--- src/design/mqd_pkg.sv ---
// Shared constants, types and a phase helper for the multi quadrature decoder.
`default_nettype none
package mqd_pkg;

    localparam int NUM_ENC  = 5;
    localparam int COUNT_W  = 32;
    localparam int PINS_PER = 3;
    localparam int SAMPLE_W = PINS_PER * NUM_ENC;

    localparam logic [1:0] PHASE_MASK = 2'h3;
    localparam int         INDEX_POS  = 2;

    typedef logic [1:0]         phase_t;
    typedef logic [COUNT_W-1:0] count_t;

    typedef struct packed {
        count_t count;
        logic   seen;
        logic   missed;
    } chan_res_t;

    // Next phase in the counting-up direction: 0->1, 1->3, 3->2, 2->0
    function automatic phase_t phase_up(input phase_t p);
        phase_t r;
        unique case (p)
            2'd0:    r = 2'd1;
            2'd1:    r = 2'd3;
            2'd3:    r = 2'd2;
            default: r = 2'd0;
        endcase
        return r;
    endfunction

endpackage
`default_nettype wire

--- src/design/mqd_channel.sv ---
// One encoder channel: phase history, position count and sticky index flag.
`default_nettype none
module mqd_channel (
    input  wire logic               clk,
    input  wire logic               rst_n,
    input  wire logic               update,
    input  wire logic               primed,
    input  wire logic [2:0]         pin_bits,
    output mqd_pkg::chan_res_t      res
);
    import mqd_pkg::*;

    phase_t prev_reg, prev_next;
    count_t count_reg, count_next;
    logic   seen_reg, seen_next;
    logic   missed;
    phase_t now;
    logic   index;

    assign now   = pin_bits[1:0] & PHASE_MASK;
    assign index = pin_bits[INDEX_POS];

    always_comb
    begin
        prev_next  = now;
        count_next = count_reg;
        seen_next  = seen_reg;
        missed     = 1'b0;
        if (primed)
        begin
            if (index)
            begin
                count_next = '0;
                seen_next  = 1'b1;
            end
            else if (now == phase_up(prev_reg))
            begin
                count_next = count_reg + count_t'(1);
            end
            else if (prev_reg == phase_up(now))
            begin
                count_next = count_reg - count_t'(1);
            end
            else if (now == (prev_reg ^ PHASE_MASK))
            begin
                missed = 1'b1;
            end
        end
    end

    always_ff @(posedge clk or negedge rst_n)
    begin
        if (!rst_n)
        begin
            prev_reg  <= '0;
            count_reg <= '0;
            seen_reg  <= 1'b0;
        end
        else if (update)
        begin
            prev_reg  <= prev_next;
            count_reg <= count_next;
            seen_reg  <= seen_next;
        end
    end

    assign res.count  = count_next;
    assign res.seen   = seen_next;
    assign res.missed = missed;

endmodule
`default_nettype wire

--- src/design/multi_quadrature_decoder.sv ---
// Top level of the five-channel quadrature decoder with index inputs.
// One pin sample is taken per transfer and one result follows for each, at a
// sustained rate of one sample per clock while the output is not stalled; each
// sample passes through the input register, then the per-channel update into
// the result register. While a result is stalled one further sample is held
// in the input register. The first
// sample after reset only loads the phase history; after that Gray steps count
// up or down, a two-state jump flags missed, and an index pulse clears the
// count and sets the sticky indexed flag.
`default_nettype none
module multi_quadrature_decoder (
    input  wire logic               clk,
    input  wire logic               rst_n,
    input  wire logic               in_valid,
    output logic                    in_stall,
    input  wire logic [14:0]        pin_sample,
    output logic                    out_valid,
    input  wire logic               out_stall,
    output logic signed [31:0]      count_one,
    output logic signed [31:0]      count_two,
    output logic signed [31:0]      count_three,
    output logic signed [31:0]      count_four,
    output logic signed [31:0]      count_five,
    output logic [4:0]              indexed_mask,
    output logic [4:0]              missed_mask
);
    import mqd_pkg::*;

    logic                s1_valid_reg, s1_valid_next;
    logic [SAMPLE_W-1:0] s1_sample_reg;
    logic                primed_reg;
    logic                out_valid_reg, out_valid_next;
    logic                advance;
    logic                in_xfer;

    chan_res_t           res [NUM_ENC];
    count_t              count_reg [NUM_ENC];
    logic [NUM_ENC-1:0]  indexed_reg, missed_reg;

    assign advance  = s1_valid_reg && (!out_valid_reg || !out_stall);
    assign in_stall = s1_valid_reg && !advance;
    assign in_xfer  = in_valid && !in_stall;

    assign s1_valid_next  = in_xfer || (s1_valid_reg && !advance);
    assign out_valid_next = advance || (out_valid_reg && out_stall);

    always_ff @(posedge clk or negedge rst_n)
    begin
        if (!rst_n)
        begin
            s1_valid_reg  <= 1'b0;
            out_valid_reg <= 1'b0;
            primed_reg    <= 1'b0;
        end
        else
        begin
            s1_valid_reg  <= s1_valid_next;
            out_valid_reg <= out_valid_next;
            if (advance)
                primed_reg <= 1'b1;
        end
    end

    always_ff @(posedge clk)
    begin
        if (in_xfer)
            s1_sample_reg <= pin_sample;
    end

    genvar k;
    generate
        for (k = 0; k < NUM_ENC; k++)
        begin : g_chan
            mqd_channel u_chan (
                .clk      (clk),
                .rst_n    (rst_n),
                .update   (advance),
                .primed   (primed_reg),
                .pin_bits (s1_sample_reg[PINS_PER*k +: PINS_PER]),
                .res      (res[k])
            );

            always_ff @(posedge clk)
            begin
                if (advance)
                begin
                    count_reg[k]   <= res[k].count;
                    indexed_reg[k] <= res[k].seen;
                    missed_reg[k]  <= res[k].missed;
                end
            end
        end
    endgenerate

    assign out_valid    = out_valid_reg;
    assign count_one    = count_reg[0];
    assign count_two    = count_reg[1];
    assign count_three  = count_reg[2];
    assign count_four   = count_reg[3];
    assign count_five   = count_reg[4];
    assign indexed_mask = indexed_reg;
    assign missed_mask  = missed_reg;

endmodule
`default_nettype wire

--- config.mk ---
export PLATFORM = sky130hd
export DESIGN_NAME = multi_quadrature_decoder
export DESIGN_NICKNAME = d
export VERILOG_FILES = /design/src/design/mqd_pkg.sv /design/src/design/mqd_channel.sv /design/src/design/multi_quadrature_decoder.sv
export SDC_FILE = /design/constraint.sdc
export NUM_CORES = 1
export LEC_CHECK = 0
export BUFFER_PORTS_ARGS = -buffer_cell sky130_fd_sc_hd__buf_2
export CORE_AREA = 2 2 212 214
export CTS_BUF_LIST = sky130_fd_sc_hd__clkbuf_4 sky130_fd_sc_hd__clkbuf_8
export DETAILED_ROUTE_END_ITERATION = 8
export DIE_AREA = 0 0 214 216
export MAX_ROUTING_LAYER = met4
export PLACE_DENSITY = 0.79
export SYNTH_ARGS = -nofsm -noshare
export SYNTH_HDL_FRONTEND = slang
export SYNTH_SLANG_ARGS = --single-unit
--- constraint.sdc ---
create_clock -name clk -period 7.9 [get_ports clk]
set_input_delay 0.79 -clock clk [delete_from_list [all_inputs] [get_ports clk]]
set_output_delay 0.79 -clock clk [all_outputs]
set_load 0.02 [all_outputs]
==> impl_metrics.yaml <==
setup_path:
  crit_path_max_fanout: 72
  ff2ff_setup_slack_ns: 4.47
  worstSetupStartpoint: "primed_reg$_DFFE_PN0P_"
  critPathKind: "reg -> reg"
  reg2reg_from: "primed_reg$_DFFE_PN0P_"
  r2r_end: "g_chan[4].u_chan.count_reg[30]$_DFFE_PN0P_"
  worstSetupEndpoint: "g_chan[4].u_chan.count_reg[30]$_DFFE_PN0P_"
  reg2reg_depth: 6
  arrival_ns: 4.04
  start_kind: "register"
  cp-end-kind: "register"
  cp.required_ns: 8.51
sta:
  clock.fmax_ghz: 0.2913
  setup_viol: 0
  hold_viol: 0
  fin_skew_ns: 0.02850
  min_period_ns: 3.432
  rsz0062_at_grt: "no"
  setup_ws_ns: 4.468
  min_period_over_period_pct: 43.45
  drv_slew: 0
  slew_headroom_pct: 26.43
  max_slew.worst_pin.slew_ns: 1.103
  setup_tns_ns: 0
power_and_ir_drop:
  powerDensity_nw_per_um2: 323.4
  p_leak_nw: 9.408
  ir_worst_vdd_mv: 0.1766
clock_network:
  insertion_delay_ns: 0.70
  post_cts_buffers: 0
  cts_buffers: 60
  root_buffer: "clkbuf_8"
  cts_sinks: 363
  cts_repair_resize_count: 0
  h-tree-depth: 2
  cts_tree: "built"
  hold_buffers: 0
  clock_path_buffers: 3
  path_clk_slew_ns: 0.06
grt:
  grt_start_max_net_pins: 99
  grt_use_total_pct: 29.03
  grt_pass1_wl_um: 104900
  grt_antenna_before_repair: 2
  grt_pass1_vias: 18626
  overflow: 0
logic_synthesis:
  synth-xor-area-share_pct: 4.467
  synth_ff_type: "edfxtp_1"
  synth_edf_count: 185
  synth_top_area_share_pct: 25.53
  synth-simple-area-share_pct: 23.43
  ys_seq_area_share_pct: 45.99
  synthMuxAreaShare_pct: 1.909
  synth_compound_area_share_pct: 18.65
  netlist_area_um2: 21760
  ys_types: 81
  synth_area_leaders: "edfxtp_1 (26%), dfrtp_1 (20%), nor2_1 (4.4%)"
  ys_seq_elements: 363
  synth_top_family_by_area: "simple AND/OR/NAND/NOR gates"
  yosys.area_share.adder_pct: 0.5749
  synth_fp_nets: 2455
  yosysWarnings: 0
  synth_top_area_cell: "edfxtp_1"
  syn_inst: 2426
  synth_async_sr_flop_share_pct: 49.04
  avgSynthCellArea_um2: 8.971
place:
  numPortBuffers: 190
  hpwl_um: 45670
  place_area_um2: 22980
  placed_cells: 3041
  gp_congestion: 0.9556
  dp_slack_ns: 4.067
drt:
  drtPass1Iterations: 6
  drc: 0
  drt-total-wl_um: 67160
  ant_nets: 0
  vias: 20035
  drtIter0Drc: 2145
  via_per_inst: 6.348
  avgRoutedWirePerCell_um: 21.28
floorplan:
  dieHeight_um: 216
  core_um2: 43840
  dieArea_um2: 46220
  start_util_pct: 49.65
  die_w_um: 214
  num_rows: 77
  pin_count: 191
worst_hold_path:
  min_path_type: "in -> async"
cells_and_area:
  seq_area_um2: 10010
  drive_gt1_share_pct: 14.44
  fin_cells: 3156
  fillCellCount: 3919
  nets: 2540
  syn_to_final_growth_pct: 12.03
  multi_input_area_um2: 10680
  design_area_um2: 24380
  final_core_util_pct: 55.62
flow_run:
  drv_cap: 0
outcome:
  outcome: "completed"
==> critical path, stage by stage, from the launching register on <==
cell,delay (ns)
dfrtp_4,0.77
buf_4,0.53
and2_2,0.24
buf_4,0.64
nand2_1,0.60
or3_1,0.47
nand3_1,0.09
==> metrics by stage <==
step	hold WS (ns)	power (W)
floorplan	0.4193	0.005040
global route	0.06091	0.008325
finish	0.05274	0.007885
global placement	0.4288	0.005803
detailed placement	0.4490	0.005876
CTS	0.04328	0.007842
==> synth_stat cells (11+ instances only) <==
cell type and n:
nor2_1 253, edfxtp_1 185, clkbuf_1 181, nand2_1 181
dfrtp_1 178, o21ai_0 138, a21oi_1 111, nand3_1 100
o22ai_1 93, nor3_1 91, inv_1 89, nand4_1 75
xnor2_1 74, nor4_1 68, or3_1 53, and3_1 41
mux2i_1 37, o31ai_1 37, xor2_1 37, or4_1 29
and2_1 28, a22o_1 25, a21o_1 22, nand2b_1 20
o211ai_1 17, or2_2 16, a221o_1 15, and4_1 15
buf_1 15, a31oi_1 13, o32ai_1 12, a32oi_1 11
o2111ai_1 11
==> final cells by class <==
type                    count  area share, %
inverters                  90          1.416
flip-flops and latches    363          41.07
clock inverters            39          1.704
repair buffers            221          4.890
clock buffers              75          4.054
diodes                      1        0.01026
multi-input cells        1775          43.82
well taps                 592          3.038
==> kinds of logic after synthesis <==
| group | Yosys count |
|---|---|
| AO/OA/AOI/OAI | 610 |
| AND/OR/NAND/NOR | 1003 |
| XOR/XNOR | 111 |
| multiplexers | 41 |
| adder cells (fa/ha/maj) | 10 |
| flip-flops | 363 |
| buffers and inverters | 288 |
==> routing by layer <==
layer	share of wire, %	wire [µm]	GRT usage (%)
met1	45	30220	41.34
met5	0	0	-
met3	7.8	5259	4.834
met2	44	29570	41.95
met4	3.1	2110	10.00
==> cell usage in the layout, fill, tap and decap left out, types with 25 or more instances in the layout <==
cell type  netlist  routed
buf_4            0      31
and3_1          41      41
nor4_1          68      68
or4_1           29      29
or3_1           53      53
buf_2            2     189
nand4_1         75      75
xor2_1          37      37
o22ai_1         93      93
edfxtp_1       185     185
nor2_1         253     252
mux2i_1         37      37
o31ai_1         37      37
nand2_1        181     179
dfrtp_1        178     177
clkbuf_8         0      69
a21oi_1        111     111
and2_1          28      27
nand3_1        100     100
inv_1           89      87
o21ai_0        138     138
nor3_1          91      91
a22o_1          25      25
xnor2_1         74      74
==> worst min path at each step <==
stage	end
after detailed placement	g_chan[4].u_chan.seen_reg$_DFFE_PN0P_
after CTS	g_chan[0].u_chan.prev_reg[1]$_DFFE_PN0P_
final	g_chan[3].u_chan.count_reg[10]$_DFFE_PN0P_
after global routing	g_chan[3].u_chan.count_reg[10]$_DFFE_PN0P_
after floorplan	g_chan[0].u_chan.seen_reg$_DFFE_PN0P_
after global placement	g_chan[0].u_chan.seen_reg$_DFFE_PN0P_
==> report_power, final <==
| part | switching (W) | internal, W | total [W] |
|---|---|---|---|
| combinational | 0.00182 | 0.00102 | 0.00284 |
| clock | 0.000823 | 0.00112 | 0.00194 |
| sequential | 0.000656 | 0.00245 | 0.00310 |
Power figures use the tool's default switching activity.
